## src/hw/rtl/hcbd_pkg.sv

```systemverilog
// Shared types and constants for the chunked body decoder.
// Used by every module of the block; it depends on nothing else.
package hcbd_pkg;

  // Default width of the chunk size counter.
  localparam int unsigned SizeBitsDef = 32;

  // Depth of the queue between the front and the back.
  localparam int unsigned QueueDepth = 2;
  localparam int unsigned QueuePtrW  = $clog2(QueueDepth);
  localparam int unsigned QueueCntW  = $clog2(QueueDepth + 1);

  // Character codes that the parser recognizes.
  localparam logic [7:0] ChCr  = 8'h0D;
  localparam logic [7:0] ChLf  = 8'h0A;
  localparam logic [7:0] ChTab = 8'h09;
  localparam logic [7:0] ChSp  = 8'h20;

  // Status codes carried on every output beat.
  localparam logic [1:0] StatusBusy     = 2'd0;
  localparam logic [1:0] StatusDone     = 2'd1;
  localparam logic [1:0] StatusSyntax   = 2'd2;
  localparam logic [1:0] StatusOverflow = 2'd3;

  // One input beat.
  typedef struct packed {
    logic [7:0] byte_in;
    logic       start_message;
  } in_beat_t;

  // One output beat.
  typedef struct packed {
    logic       data_valid;
    logic [7:0] data_byte;
    logic       chunk_last;
    logic [1:0] status;
  } out_beat_t;

  // A classified byte as it travels from the front to the back.
  typedef struct packed {
    logic [7:0] data;
    logic       start;
    logic       is_hex;
    logic [3:0] hex_val;
    logic       is_cr;
    logic       is_lf;
    logic       is_blank;
  } cls_t;

endpackage

```

## src/hw/rtl/hcbd_front.sv

```systemverilog
// Front end of the chunked body decoder: accepts input beats and classifies bytes.
// Depends on hcbd_pkg; feeds hcbd_queue.
module hcbd_front (
  input  logic               in_valid_i,
  output logic               in_stall_o,
  input  hcbd_pkg::in_beat_t in_beat_i,
  input  logic               full_i,
  output logic               push_o,
  output hcbd_pkg::cls_t     push_cls_o
);
  import hcbd_pkg::*;

  logic [7:0] c;

  // The queue takes a beat whenever it has room.
  assign in_stall_o = full_i;
  assign push_o     = in_valid_i && !full_i;
  assign c          = in_beat_i.byte_in;

  // Decode the byte into the classes the parser needs.
  always_comb begin
    push_cls_o          = '0;
    push_cls_o.data     = c;
    push_cls_o.start    = in_beat_i.start_message;
    push_cls_o.is_cr    = (c == ChCr);
    push_cls_o.is_lf    = (c == ChLf);
    push_cls_o.is_blank = (c == ChSp) || (c == ChTab);
    if (c >= 8'h30 && c <= 8'h39) begin
      push_cls_o.is_hex  = 1'b1;
      push_cls_o.hex_val = c[3:0];
    end else if ((c >= 8'h61 && c <= 8'h66) || (c >= 8'h41 && c <= 8'h46)) begin
      // Letters a-f and A-F share their low three bits: 1..6 maps to 10..15.
      push_cls_o.is_hex  = 1'b1;
      push_cls_o.hex_val = 4'(c[2:0]) + 4'd9;
    end
  end

endmodule

```

## src/hw/rtl/hcbd_queue.sv

```systemverilog
// Short queue of classified bytes between the front and the back.
// Depends on hcbd_pkg.
module hcbd_queue (
  input  logic           clk_i,
  input  logic           rst_ni,
  input  logic           push_i,
  input  hcbd_pkg::cls_t push_cls_i,
  output logic           full_o,
  input  logic           pop_i,
  output logic           not_empty_o,
  output hcbd_pkg::cls_t pop_cls_o
);
  import hcbd_pkg::*;

  cls_t                 mem_q [QueueDepth];
  logic [QueuePtrW-1:0] wr_ptr_q, rd_ptr_q;
  logic [QueueCntW-1:0] cnt_q;

  assign full_o      = (cnt_q == QueueCntW'(QueueDepth));
  assign not_empty_o = (cnt_q != '0);
  assign pop_cls_o   = mem_q[rd_ptr_q];

  // Entry storage; it needs no reset.
  always_ff @(posedge clk_i) begin
    if (push_i) begin
      mem_q[wr_ptr_q] <= push_cls_i;
    end
  end

  // Pointers and fill count.
  always_ff @(posedge clk_i or negedge rst_ni) begin
    if (!rst_ni) begin
      wr_ptr_q <= '0;
      rd_ptr_q <= '0;
      cnt_q    <= '0;
    end else begin
      if (push_i) begin
        wr_ptr_q <= (wr_ptr_q == QueuePtrW'(QueueDepth - 1)) ? '0 : wr_ptr_q + 1'b1;
      end
      if (pop_i) begin
        rd_ptr_q <= (rd_ptr_q == QueuePtrW'(QueueDepth - 1)) ? '0 : rd_ptr_q + 1'b1;
      end
      if (push_i && !pop_i) begin
        cnt_q <= cnt_q + 1'b1;
      end else if (pop_i && !push_i) begin
        cnt_q <= cnt_q - 1'b1;
      end
    end
  end

endmodule

```

## src/hw/rtl/hcbd_back.sv

```systemverilog
// Back end of the chunked body decoder: the parse state machine and output register.
// Depends on hcbd_pkg; drains hcbd_queue.
module hcbd_back #(
  parameter int unsigned SIZE_BITS = hcbd_pkg::SizeBitsDef
) (
  input  logic                clk_i,
  input  logic                rst_ni,
  input  logic                q_not_empty_i,
  input  hcbd_pkg::cls_t      q_cls_i,
  output logic                pop_o,
  output logic                out_valid_o,
  input  logic                out_stall_i,
  output hcbd_pkg::out_beat_t out_beat_o
);
  import hcbd_pkg::*;

  // Parse phase codes.
  localparam logic [3:0] PhSizeStart = 4'd0;
  localparam logic [3:0] PhSize      = 4'd1;
  localparam logic [3:0] PhSizeWs    = 4'd2;
  localparam logic [3:0] PhSizeLf    = 4'd3;
  localparam logic [3:0] PhData      = 4'd4;
  localparam logic [3:0] PhDataCr    = 4'd5;
  localparam logic [3:0] PhDataLf    = 4'd6;
  localparam logic [3:0] PhEndCr     = 4'd7;
  localparam logic [3:0] PhEndLf     = 4'd8;
  localparam logic [3:0] PhDone      = 4'd9;
  localparam logic [3:0] PhErrSyntax = 4'd10;
  localparam logic [3:0] PhErrOvf    = 4'd11;

  logic [3:0]           phase_q, phase_d, phase_cur;
  logic [SIZE_BITS-1:0] rem_q, rem_d, rem_cur, rem_dec;
  logic                 dv, last;
  logic [1:0]           status;
  logic                 out_valid_q;
  out_beat_t            out_beat_q;

  // Take the next byte whenever the output register is free or being drained.
  assign pop_o = q_not_empty_i && (!out_valid_q || !out_stall_i);

  // A new message restarts the size line before this byte is parsed.
  assign phase_cur = q_cls_i.start ? PhSizeStart : phase_q;
  assign rem_cur   = q_cls_i.start ? '0 : rem_q;
  assign rem_dec   = (rem_cur != '0) ? rem_cur - SIZE_BITS'(1) : rem_cur;

  // Next phase, counter and result for this byte.
  always_comb begin
    phase_d = phase_cur;
    rem_d   = rem_cur;
    dv      = 1'b0;
    last    = 1'b0;
    unique case (phase_cur) inside
      PhSizeStart: begin
        if (q_cls_i.is_hex) begin
          phase_d = PhSize;
          rem_d   = SIZE_BITS'(q_cls_i.hex_val);
        end else if (!(q_cls_i.is_blank || q_cls_i.is_cr || q_cls_i.is_lf)) begin
          phase_d = PhErrSyntax;
        end
      end
      PhSize: begin
        if (q_cls_i.is_hex) begin
          // Another digit must not push set bits out of the top nibble.
          if (rem_cur[SIZE_BITS-1 -: 4] != 4'd0) begin
            phase_d = PhErrOvf;
          end else begin
            rem_d = {rem_cur[SIZE_BITS-5:0], q_cls_i.hex_val};
          end
        end else if (q_cls_i.is_cr) begin
          phase_d = PhSizeLf;
        end else if (q_cls_i.is_blank) begin
          phase_d = PhSizeWs;
        end else begin
          phase_d = PhErrSyntax;
        end
      end
      PhSizeWs: begin
        if (q_cls_i.is_cr) begin
          phase_d = PhSizeLf;
        end else if (!q_cls_i.is_blank) begin
          phase_d = PhErrSyntax;
        end
      end
      PhSizeLf: begin
        if (q_cls_i.is_lf) begin
          phase_d = (rem_cur == '0) ? PhEndCr : PhData;
        end else begin
          phase_d = PhErrSyntax;
        end
      end
      PhData: begin
        dv    = 1'b1;
        rem_d = rem_dec;
        if (rem_dec == '0) begin
          last    = 1'b1;
          phase_d = PhDataCr;
        end
      end
      PhDataCr: phase_d = q_cls_i.is_cr ? PhDataLf : PhErrSyntax;
      PhDataLf: phase_d = q_cls_i.is_lf ? PhSizeStart : PhErrSyntax;
      PhEndCr:  phase_d = q_cls_i.is_cr ? PhEndLf : PhErrSyntax;
      PhEndLf:  phase_d = q_cls_i.is_lf ? PhDone : PhErrSyntax;
      PhDone, PhErrSyntax, PhErrOvf: begin
        phase_d = phase_cur;
      end
      default: phase_d = PhErrSyntax;
    endcase
  end

  // Status follows the phase after this byte.
  always_comb begin
    unique case (phase_d)
      PhDone:      status = StatusDone;
      PhErrSyntax: status = StatusSyntax;
      PhErrOvf:    status = StatusOverflow;
      default:     status = StatusBusy;
    endcase
  end

  // Parser state.
  always_ff @(posedge clk_i or negedge rst_ni) begin
    if (!rst_ni) begin
      phase_q <= PhSizeStart;
      rem_q   <= '0;
    end else if (pop_o) begin
      phase_q <= phase_d;
      rem_q   <= rem_d;
    end
  end

  // Output register valid flag.
  always_ff @(posedge clk_i or negedge rst_ni) begin
    if (!rst_ni) begin
      out_valid_q <= 1'b0;
    end else if (pop_o) begin
      out_valid_q <= 1'b1;
    end else if (!out_stall_i) begin
      out_valid_q <= 1'b0;
    end
  end

  // Output register payload.
  always_ff @(posedge clk_i) begin
    if (pop_o) begin
      out_beat_q.data_valid <= dv;
      out_beat_q.data_byte  <= dv ? q_cls_i.data : 8'd0;
      out_beat_q.chunk_last <= last;
      out_beat_q.status     <= status;
    end
  end

  assign out_valid_o = out_valid_q;
  assign out_beat_o  = out_beat_q;

endmodule

```

## src/hw/rtl/http_chunked_body_decoder_top.sv

```systemverilog
// Top level of the HTTP chunked body decoder.
// Depends on hcbd_pkg, hcbd_front, hcbd_queue and hcbd_back.
//
// Usage:
//   The input channel (in_valid_i, in_stall_o, in_beat_i) carries one body byte
//   per beat, with start_message set on the first byte of a new message. The
//   output channel (out_valid_o, out_stall_i, out_beat_o) returns exactly one
//   beat per input beat: the payload byte with data_valid and chunk_last, and
//   the parse status (in progress, complete, syntax error, size overflow).
//   A beat is taken at a rising edge with valid high and stall low.
//   An input beat is registered in the two-entry classify queue and then in
//   the output register. The block takes one beat every cycle while nothing
//   stalls; the parse state machine updates once per byte.
//   Reset clears the queue and the output valid flag, and returns the parser to the
//   start of a size line with a zero size count.
//   While the receiver stalls, the output beat holds and the queue fills; once
//   both queue entries are taken, in_stall_o rises until the output drains.
module http_chunked_body_decoder_top #(
  parameter int unsigned SIZE_BITS = hcbd_pkg::SizeBitsDef
) (
  input  logic                clk_i,
  input  logic                rst_ni,
  input  logic                in_valid_i,
  output logic                in_stall_o,
  input  hcbd_pkg::in_beat_t  in_beat_i,
  output logic                out_valid_o,
  input  logic                out_stall_i,
  output hcbd_pkg::out_beat_t out_beat_o
);
  import hcbd_pkg::*;

  logic push, full, pop, q_not_empty;
  cls_t push_cls, pop_cls;

  // Byte classification.
  hcbd_front u_front (
    .in_valid_i (in_valid_i),
    .in_stall_o (in_stall_o),
    .in_beat_i  (in_beat_i),
    .full_i     (full),
    .push_o     (push),
    .push_cls_o (push_cls)
  );

  // Decoupling queue.
  hcbd_queue u_queue (
    .clk_i       (clk_i),
    .rst_ni      (rst_ni),
    .push_i      (push),
    .push_cls_i  (push_cls),
    .full_o      (full),
    .pop_i       (pop),
    .not_empty_o (q_not_empty),
    .pop_cls_o   (pop_cls)
  );

  // Parser and output register.
  hcbd_back #(
    .SIZE_BITS (SIZE_BITS)
  ) u_back (
    .clk_i         (clk_i),
    .rst_ni        (rst_ni),
    .q_not_empty_i (q_not_empty),
    .q_cls_i       (pop_cls),
    .pop_o         (pop),
    .out_valid_o   (out_valid_o),
    .out_stall_i   (out_stall_i),
    .out_beat_o    (out_beat_o)
  );

  // A chunk's last byte is always a payload byte.
  assert property (@(posedge clk_i) disable iff (!rst_ni)
    out_valid_o && out_beat_o.chunk_last |-> out_beat_o.data_valid)
    else $error("chunk_last without data_valid");

  // Payload bytes only occur while the body is still in progress.
  assert property (@(posedge clk_i) disable iff (!rst_ni)
    out_valid_o && out_beat_o.data_valid |-> out_beat_o.status == StatusBusy)
    else $error("payload byte with a final status");

  // A queued byte reaches the output register as soon as the slot is free.
  assert property (@(posedge clk_i) disable iff (!rst_ni)
    q_not_empty && !(out_valid_o && out_stall_i) |=> out_valid_o)
    else $error("queued byte not moved to the output");

  // The front never pushes into a full queue.
  assert property (@(posedge clk_i) disable iff (!rst_ni)
    full |-> !push)
    else $error("push into full queue");

endmodule
```

## config.mk

```make
export PLATFORM = sky130hd
export DESIGN_NAME = http_chunked_body_decoder_top
export DESIGN_NICKNAME = d
export VERILOG_FILES = /design/src/hw/rtl/hcbd_pkg.sv /design/src/hw/rtl/hcbd_front.sv /design/src/hw/rtl/hcbd_queue.sv /design/src/hw/rtl/hcbd_back.sv /design/src/hw/rtl/http_chunked_body_decoder_top.sv
export SDC_FILE = /design/constraint.sdc
export NUM_CORES = 1
export LEC_CHECK = 0
export ABC_CLOCK_PERIOD_IN_PS = 2820
export BUFFER_PORTS_ARGS = -buffer_cell sky130_fd_sc_hd__buf_2
export CORE_MARGIN = 10
export CORE_UTILIZATION = 50
export DETAILED_ROUTE_END_ITERATION = 6
export PLACE_DENSITY = 0.7
export SKIP_LAST_GASP = 1
export SYNTH_ARGS = -nofsm -noshare
export SYNTH_HDL_FRONTEND = slang
export SYNTH_SLANG_ARGS = --single-unit
```

## constraint.sdc

```tcl
create_clock -name clk_i -period 2.82 [get_ports clk_i]
set_clock_uncertainty 0.05 [all_clocks]
set_input_delay 0.423 -clock clk_i [delete_from_list [all_inputs] [get_ports clk_i]]
set_output_delay 0.423 -clock clk_i [all_outputs]
set_load 0.1 [all_outputs]
```

After elaboration in Yosys (flattened, before gate mapping)
Memories as Yosys holds them, arrays and structs flattened.
Index checks and enable logic that the tools add are counted.
{"block": "totals", "regBits": 53, "ramBits": 34, "in_bits": 13, "output_inout_bits": 14, "n_memories": 1}
{"name": "u_queue.mem_q", "words": 2, "word_bits": 17, "read_ports": 1, "rd_ports_with_merged_regs": 0, "write_ports": 1, "line": "hcbd_queue.sv:15", "text": "cls_t mem_q [QueueDepth];"}
{"block": "classes", "add_sub_neg": 6, "order_cmp": 6, "n_eq_ne": 20, "mux": 36, "reduce_logical": 25}
{"operator": "$mux W32", "n": 5}
{"operator": "$pmux W32 S3", "n": 1}
{"operator": "$logic_not A32 Y1", "n": 2}
{"operator": "$mux W4", "n": 13}
{"operator": "$pmux W4 S10", "n": 1}
{"operator": "$reduce_bool A32 Y1", "n": 1}
{"operator": "$sub A32 B1 Y32 const B", "n": 1}
{"operator": "$eq A4 B4 Y1 const B", "n": 7}
{"operator": "$eq A8 B4 Y1 const B", "n": 3}
{"operator": "$eq A4 B3 Y1 const B", "n": 4}
{"operator": "$ge A8 B7 Y1 const B", "n": 2}
{"operator": "$le A8 B7 Y1 const B", "n": 2}
{"operator": "$mux W2", "n": 5}
{"operator": "$mux W5", "n": 2}
{"operator": "$eq A4 B2 Y1 const B", "n": 2}
{"operator": "$eq A8 B6 Y1 const B", "n": 1}
{"operator": "$ge A8 B6 Y1 const B", "n": 1}
{"operator": "$le A8 B6 Y1 const B", "n": 1}
{"operator": "$mux W1", "n": 8}
{"operator": "$logic_and A1 B1 Y1", "n": 7}
{"operator": "$pmux W2 S3", "n": 1}
{"operator": "$logic_not A1 Y1", "n": 5}
{"operator": "$logic_or A1 B1 Y1", "n": 5}
{"operator": "$add A3 B4 Y4 const B", "n": 1}
{"operator": "10 further kinds", "n": 12}

Depth between registers and ports, before layout
Gate-level depths: netlist (run 1).
An unclocked memory read counts as a cell.
{"block": "logic_depth", "depth_word": 9, "ltp_mapped": 11, "depth_no_buf": 8}

Modules after synthesis
From an unflattened synthesis (run 1), not the netlist that was laid out.
{"block": "unflattened", "hier_cells": 644, "hier_area_um2": 5898.2}
{"mod": "hcbd_back", "instances": 1, "cells_each": 530, "area_each_um2": 4086.4, "seq_area_each_um2": 1286.2}
{"mod": "hcbd_queue", "instances": 1, "cells_each": 69, "area_each_um2": 1466.4, "seq_area_each_um2": 1121.1}
{"mod": "hcbd_front", "instances": 1, "cells_each": 45, "area_each_um2": 345.3, "seq_area_each_um2": 0.0}

Worst setup path after synthesis (run 1)
No wires, ideal clock.
{"block": "synth_path", "kind": "reg-to-reg", "from": "reg u_back.rem_q[15]", "to": "reg u_back.out_beat_q, in the netlist u_back.out_beat_o[0] (data pin)", "t_arrival_ps": 2690, "required_ps": 2623, "slack_ps": -67, "path_stages_with_launch": 10, "path_cell_list": "dfrtp_1 -> buf_6 -> or3_4 -> nor4_1 -> nand2_1 -> or4_1 -> a31o_1 -> nor4_1 -> nand4_1 -> a21boi_1"}
{"block": "synth_between", "elab_chain_cells": 8}
{"element": "start, declared", "line": "hcbd_back.sv:32", "text": "logic [SIZE_BITS-1:0] rem_q, rem_d, rem_cur, rem_dec;"}
{"element": "start signal, assigned", "line": "hcbd_back.sv:127", "text": "rem_q <= rem_d;"}
{"element": "$mux W32 *", "line": "hcbd_back.sv:43", "text": "assign rem_cur = q_cls_i.start ? '0 : rem_q;"}
{"element": "$sub A32 B1 Y32 or $reduce_bool A32 Y1 (tied branches)", "line": "hcbd_back.sv:44", "text": "assign rem_dec = (rem_cur != '0) ? rem_cur - SIZE_BITS'(1) : rem_cur;"}
{"element": "$mux W32", "line": "hcbd_back.sv:44"}
{"element": "$logic_not A32 Y1", "line": "hcbd_back.sv:94", "text": "if (rem_dec == '0) begin"}
{"element": "$mux W4", "line": "hcbd_back.sv:94"}
{"element": "$pmux W4 S10 *", "line": "hcbd_back.sv:52", "text": "unique case (phase_cur) inside"}
{"element": "$eq A4 B4 Y1", "line": "hcbd_back.sv:112", "text": "unique case (phase_d)"}
{"element": "$pmux W2 S3 *", "line": "hcbd_back.sv:112"}
{"element": "named net u_back.status[0]", "line": "hcbd_back.sv:34", "text": "logic [1:0] status;"}
{"element": "end, declared", "line": "hcbd_back.sv:36", "text": "out_beat_t out_beat_q;"}
Mark *: on every way through the listed nets, which the timed path passes. The rest lies on a longest branch.
A chain may end at the register's enable or synchronous reset.

Worst setup path in the final report (run 1)
{"block": "layout_path", "from": "reg u_back.rem_q[3]", "to": "reg u_back.out_beat_q, in the netlist u_back.out_beat_o[0] (data pin)"}
Same word-level chain as after synthesis.

==> flow_metrics.py, run 1 <==
metrics = {
    "synthesis": {
        "synth_top_family_by_area": "compound AO/OA/AOI/OAI gates",
        "syn_area_per_cell_um2": 9.24,
        "ys_ff_latch": 87,
        "synth.cell_area_mm2": 0.00516,
        "synthArstFlopShare_pct": 47.1,
        "synth.top_cell.area_share_pct": 26.7,
        "netlist_instances": 559,
        "ys.flop_type": "edfxtp_1",
        "synthMuxAreaShare_pct": 4.58,
        "syn_nets": 578,
        "synth-adder-area-share_pct": 1.45,
        "synth_edf_count": 46,
        "synth-xor-area-share_pct": 1.84,
        "ys_seq_area_share_pct": 46.6,
        "yosysWarnings": 0,
        "yosys-top-cells-area": "edfxtp_1, dfrtp_1, o21ai_0, nand2_1, a21oi_1",
        "yosys.area_share.simple_pct": 19.0,
        "synth_top_area_cell": "edfxtp_1",
        "synth_compound_area_share_pct": 21.6,
        "netlist-cell-type-count": 66,
    },
    "hold_path": {
        "hold_path.class": "primary input to asynchronous set/reset pin",
    },
    "critical_path": {
        "critical_path_arrival_ps": 3100,
        "r2r_end": "u_back.out_beat_o[0]",
        "path_class": "register to register",
        "path_max_fanout": 5,
        "crit_start": "u_back.rem_q[3]",
        "start_kind": "register",
        "cp_cell_sequence": "buf_4 > nor4_2 > buf_4 > a21oi_1 > a211o_1 > or2_2 > a21o_1 > o41ai_2 > nand4_1 > a21boi_1",
        "crit_required_ps": 2990,
        "cpMostUsedCell": "buf_4",
        "r2r_slack_ps": -100,
        "path_delay_family": "compound AO/OA/AOI/OAI gates",
        "cpPeakStageDelay_ps": 400,
        "crit_buf_inv": 2,
        "rr_startpoint": "u_back.rem_q[3]",
        "path_depth": 10,
        "r2r_cells": 10,
        "cp_slowest_cell": "dfrtp_1",
        "end_kind": "register",
        "cp-endpoint": "u_back.out_beat_o[0]",
    },
    "clock_tree": {
        "clockBufferDepth": 2,
        "hold_buffers": 0,
        "worstSkewPairLatency_ps": 360,
        "cts_buffers": 9,
        "clk_pin_slew_ps": 100,
        "cts-root-buf": "clkbuf_8",
        "cts_tree": "done",
        "htree_levels": 3,
        "cts_sinks": 87,
    },
    "sta": {
        "clock.fmax_ghz": 0.342,
        "layout_min_cycle_time_ps": 2920,
        "slew_viol_final": 0,
        "finalCritPeriodShare_pct": 104,
        "setup_tns_ps": -180,
        "rsz0062_at_grt": "true",
        "setup_slack_ps": -105,
        "hold_viol_final": 0,
        "holdWs_ps": 159,
        "report.final.setup_viol": 3,
        "tightest_slew_ps": 974,
        "slew_headroom_pct": 35.1,
    },
    "outcome": {
        "status": "finished, violations left",
        "violations": "setup timing",
    },
    "finish": {
        "multiInputGateArea_mm2": 0.00262,
        "fill_cells": 900,
        "final_core_util_pct": 63.0,
        "drive_gt1_share_pct": 27.3,
        "final-instance-count-excl-fill": 802,
        "postLayoutCellArea_mm2": 0.00642,
        "ff_latch_area_mm2": 0.00241,
        "antenna_cells": 0,
        "area_delta_synth_final_pct": 24.2,
        "nets": 680,
    },
    "placement": {
        "hpwl_mm": 11.0,
        "place_area_mm2": 0.00608,
        "dp.cells": 777,
        "place_congestion": 0.904,
        "port_buffers": 26,
    },
    "floorplanning": {
        "dieArea_mm2": 0.0148,
        "ioPinCount": 27,
        "die_width_um": 122,
        "fp-row-count": 37,
        "design.core.area_mm2": 0.0102,
        "initial_utilization_pct": 50.7,
        "die_h_um": 122,
    },
    "route": {
        "drc": 0,
        "totalWireLength_mm": 15.4,
        "vias": 4943,
        "drt_iter0_drc": 570,
        "viasPerCell": 6.16,
        "wl_per_cell_um": 19.3,
        "first_pass_iters": 5,
        "ant_nets": 0,
    },
    "power_and_ir_drop": {
        "power_leakage_uw": 0.00272,
        "ir_drop_mv": 0.760,
        "pwr_density_cell_mw_per_mm2": 1210,
    },
    "grt": {
        "grt_pass1_wl_mm": 24.9,
        "grt_pass1_vias": 4782,
        "grt_use_total_pct": 21.0,
        "grt_start_max_net_pins": 42,
        "grt_overflow_total": 0,
        "grt_antenna_before_repair": 0,
    },
    "job": {
        "cap_viol_max_count": 0,
    },
}
[routing by layer]
layer	up-vias	track usage, %	wire length, um
li1	2295	-	-
met1	2426	28.3	6800
met2	206	34.3	7540
met3	16	2.91	931
met4	0	6.71	171
met5	-	0	0
[sequential cells by signal, indices dropped and copies added, names as in the netlist]
signal and flops:
u_queue.wr_ptr_q 1, u_back.phase_q 4, u_back.out_beat_o 12, u_queue.rd_ptr_q 1
u_queue.cnt_q 2, u_back.out_valid_o 1, u_queue.mem_q 34, u_back.rem_q 32
[repair_timing]
item,CTS,global route
cloned,0,0
buffers inserted,3,6
pin swaps,8,14
gates resized for setup,4,16
endpoints found under the setup margin,5,8
[per-stage QoR]
stage          power (uW)  setup slack [ps]
3_5_place_dp         6530              -233
6_report             7780              -105
4_1_cts              7500              -116
5_1_grt              8260              -159
3_3_place_gp         6490              -141
2_1_floorplan        4800              3.54
[cell families after synthesis]
logic type,count (synthesis)
AOI/OAI and AO/OA,176
xor gates and xnor gates,10
adders and majority gates,6
buffers and inverters,57
DFF,87
muxes,23
and+or+nand+nor,200
[worst reg2reg max path, stage by stage, from the launching register on]
cell and delay, ps:
dfrtp_1 400, buf_4 150, nor4_2 260, buf_4 180, a21oi_1 90, a211o_1 300, or2_2 340, a21o_1 210
o41ai_2 370, nand4_1 260, a21boi_1 180
[how the worst min path moves through the flow]
stage	startpoint	slack [ps]	end
floorplan	rst_ni	80	u_back.out_valid_o
global placement	u_queue.wr_ptr_q	430	u_queue.wr_ptr_q
detailed placement	u_queue.wr_ptr_q	440	u_queue.wr_ptr_q
CTS	rst_ni	190	u_back.rem_q[22]
global route	in_beat_i[0]	210	u_queue.mem_q[0][8]
finish	rst_ni	160	u_back.rem_q[22]
[cell usage after synthesis, drive strengths merged, types with 8 or more instances]
master and number:
nand2 64, o21ai 53, nor2 52, a21oi 46, edfxtp 46, dfrtp 41, clkbuf 25, mux2i 18
nor3 18, buf 16, inv 16, nand3 15, nor4 13, o22ai 10, a22oi 8, a31oi 8
or3 8
[cells in the final DEF (no fill, tap or decap), types with 5 or more instances in the layout]
master,Yosys,final
ha_1,6,6
nor2_1,52,52
buf_4,4,102
clkbuf_8,0,9
a31oi_1,8,8
buf_2,6,26
edfxtp_1,46,46
o21ai_0,51,47
mux2_2,5,5
nand2_1,63,63
a22o_1,5,5
a221oi_1,5,5
xnor2_1,5,5
a22oi_1,8,6
nand3_1,15,15
dfrtp_1,41,41
nor3_1,18,18
nor4_1,13,8
a21oi_1,46,45
mux2i_1,18,17
inv_1,16,16
and3_1,5,5
o22ai_1,10,10
[area by class of cell]
type,instances,area share [%]
clock buffer,10,1.99
clock inverter,6,0.819
inverter,16,0.936
multi-input combinational,415,40.9
sequential,87,37.5
tap,136,2.65
timing repair buffer,132,15.2
[where the power goes]
group	internal, uW	total, uW	switching, uW
Sequential	1690	1830	141
Combinational	2040	5120	3080
Clock	335	830	496
No activity file was read; power rests on OpenSTA's default activity.
==> run 2: changes to the inputs <==
- BUFFER_PORTS_ARGS: -buffer_cell sky130_fd_sc_hd__buf_2 -> not set
- DONT_BUFFER_PORTS: not set -> 1
- PLACE_DENSITY: 0.7 -> 0.68
==> run 2 against run 1 <==
  * The flow still finishes with violations (setup timing)
  * Setup slack got worse by 41 ps
  * Routed wire length fell by 4.0%
  * Cell count fell by 3.7%
  * Cell area fell by 2.0%
  * Die area did not move
  * Largest cell class unchanged
==> flow_metrics.py, run 2 (synthesis gave the netlist of run 1 again) <==
metrics = {
    "outcome": {
        "status": "finished, violations left",
        "violations": "setup timing",
    },
    "clock_tree": {
        "cts_tree": "done",
        "clk_pin_slew_ps": 90,
        "cts_sinks": 87,
        "worstSkewPairLatency_ps": 360,
        "cts_buffers": 9,
        "cts-root-buf": "clkbuf_8",
        "clockBufferDepth": 2,
        "htree_levels": 3,
    },
    "floorplanning": {
        "fp-row-count": 37,
        "design.core.area_mm2": 0.0102,
        "die_h_um": 122,
        "die_width_um": 122,
        "ioPinCount": 27,
        "initial_utilization_pct": 50.7,
        "dieArea_mm2": 0.0148,
    },
    "route": {
        "drt_iter0_drc": 576,
        "wl_per_cell_um": 19.2,
        "drc": 0,
        "ant_nets": 0,
        "first_pass_iters": 6,
        "totalWireLength_mm": 14.8,
        "viasPerCell": 6.13,
        "vias": 4732,
    },
    "hold_path": {
        "min_to": "u_queue.mem_q[0][8]",
        "worstHoldPathCells": 0,
        "hold_path.class": "primary input to register",
        "hp-start": "in_beat_i[0]",
    },
    "grt": {
        "gr-usage-met3_pct": 3.98,
        "grt_antenna_before_repair": 0,
        "met1_usage_pct": 27.4,
        "grt_busiest_layer": "met2",
        "use_met2_pct": 31.9,
        "grt_pass1_wl_mm": 24.2,
        "grt_overflow_total": 0,
        "grt_start_max_net_pins": 42,
        "grt_pass1_vias": 4629,
        "grt_use_total_pct": 20.3,
    },
    "placement": {
        "place_area_mm2": 0.00587,
        "place_congestion": 0.933,
        "port_buffers": 0,
        "post-place-ws_ps": -176,
        "hpwl_mm": 10.6,
    },
    "critical_path": {
        "cpPeakStageDelay_ps": 590,
        "r2r_end": "u_back.out_beat_o[0]",
        "cp_slowest_cell": "or4_4",
        "path_depth": 8,
        "critical_path_arrival_ps": 3120,
        "crit_buf_inv": 0,
        "cp_cell_sequence": "or3_4 > or4_4 > or3_4 > nand2_1 > a21oi_2 > a2111oi_4 > nand4_1 > a21boi_1",
        "rr_startpoint": "u_back.rem_q[14]",
        "end_kind": "register",
        "path_delay_family": "simple AND/OR/NAND/NOR gates",
        "start_kind": "register",
        "path_class": "register to register",
        "r2r_cells": 8,
        "path_max_fanout": 5,
        "cpMostUsedCell": "or3_4",
        "r2r_slack_ps": -150,
        "crit_required_ps": 2980,
    },
    "sta": {
        "clock.fmax_ghz": 0.337,
        "setup_slack_ps": -146,
        "layout_min_cycle_time_ps": 2970,
        "setup_tns_ps": -181,
        "holdWs_ps": 105,
        "rsz0062_at_grt": "true",
        "hold_viol_final": 0,
        "slew_headroom_pct": 38.4,
        "finalCritPeriodShare_pct": 105,
        "tightest_slew_ps": 927,
        "slew_viol_final": 0,
        "report.final.setup_viol": 2,
    },
    "finish": {
        "largest_reg_flops": 34,
        "area_delta_synth_final_pct": 21.8,
        "postLayoutCellArea_mm2": 0.00629,
        "final_core_util_pct": 61.8,
        "drive_gt1_share_pct": 24.2,
        "most-common-layout-cells": "buf_4, nand2_1, nor2_1",
        "final_common_cell": "buf_4",
        "nets": 650,
        "antenna_cells": 0,
        "max_flop_register": "u_queue.mem_q",
    },
    "power_and_ir_drop": {
        "power_leakage_uw": 0.00261,
        "pwr_density_cell_mw_per_mm2": 1240,
        "ir_drop_mv": 0.722,
    },
    "job": {
        "cap_viol_max_count": 0,
    },
}
run 2: what timing repair did:
| item | in CTS | in global routing |
|---|---|---|
| pin swaps | 4 | 17 |
| gates resized for setup | 2 | 22 |
| buffers inserted | 2 | 8 |
| hold buffers | 2 | 0 |
| endpoints found under the hold margin | 41 | 0 |
| setup endpoints to repair | 4 | 15 |
run 2: worst max path at each step:
stage                            to  slack, ps              from
2_1_floorplan  u_back.out_beat_o[0]          4   u_back.rem_q[1]
3_3_place_gp   u_back.out_beat_o[0]       -150  u_back.rem_q[18]
3_5_place_dp   u_back.out_beat_o[0]       -180  u_back.rem_q[18]
4_1_cts        u_back.out_beat_o[0]       -140  u_back.rem_q[19]
5_1_grt            u_back.rem_q[22]       -260   u_back.rem_q[0]
6_report       u_back.out_beat_o[0]       -150  u_back.rem_q[14]
run 2: routing by layer:
metal	wire length (um)	vias up
met1	6560	2278
met3	1000	21
met2	7030	212
li1	-	2221
met4	246	0
met5	0	-
run 2: final cells by class:
cell class | instances | area, um^2
fill | 893 | 3890
inverter | 16 | 60.1
clock inverter | 7 | 78.8
timing repair buffer | 102 | 805
clock buffer | 9 | 124
sequential | 87 | 2410
tap | 136 | 170
multi-input combinational | 415 | 2650
run 2: through the flow:
| stage | std cells | power [uW] |
|---|---|---|
| 2_1_floorplan | 559 | 4800 |
| 3_3_place_gp | 746 | 6340 |
| 3_5_place_dp | 746 | 6350 |
| 4_1_cts | 766 | 7360 |
| 5_1_grt | 772 | 8280 |
| 6_report | 772 | 7790 |
run 2: report_power, final:
group	internal [uW]	switching [uW]	total, uW	leakage (uW)
clock network	421	479	900	0.0000998
logic	2000	2610	4610	0.00152
registers	1690	588	2280	0.000989
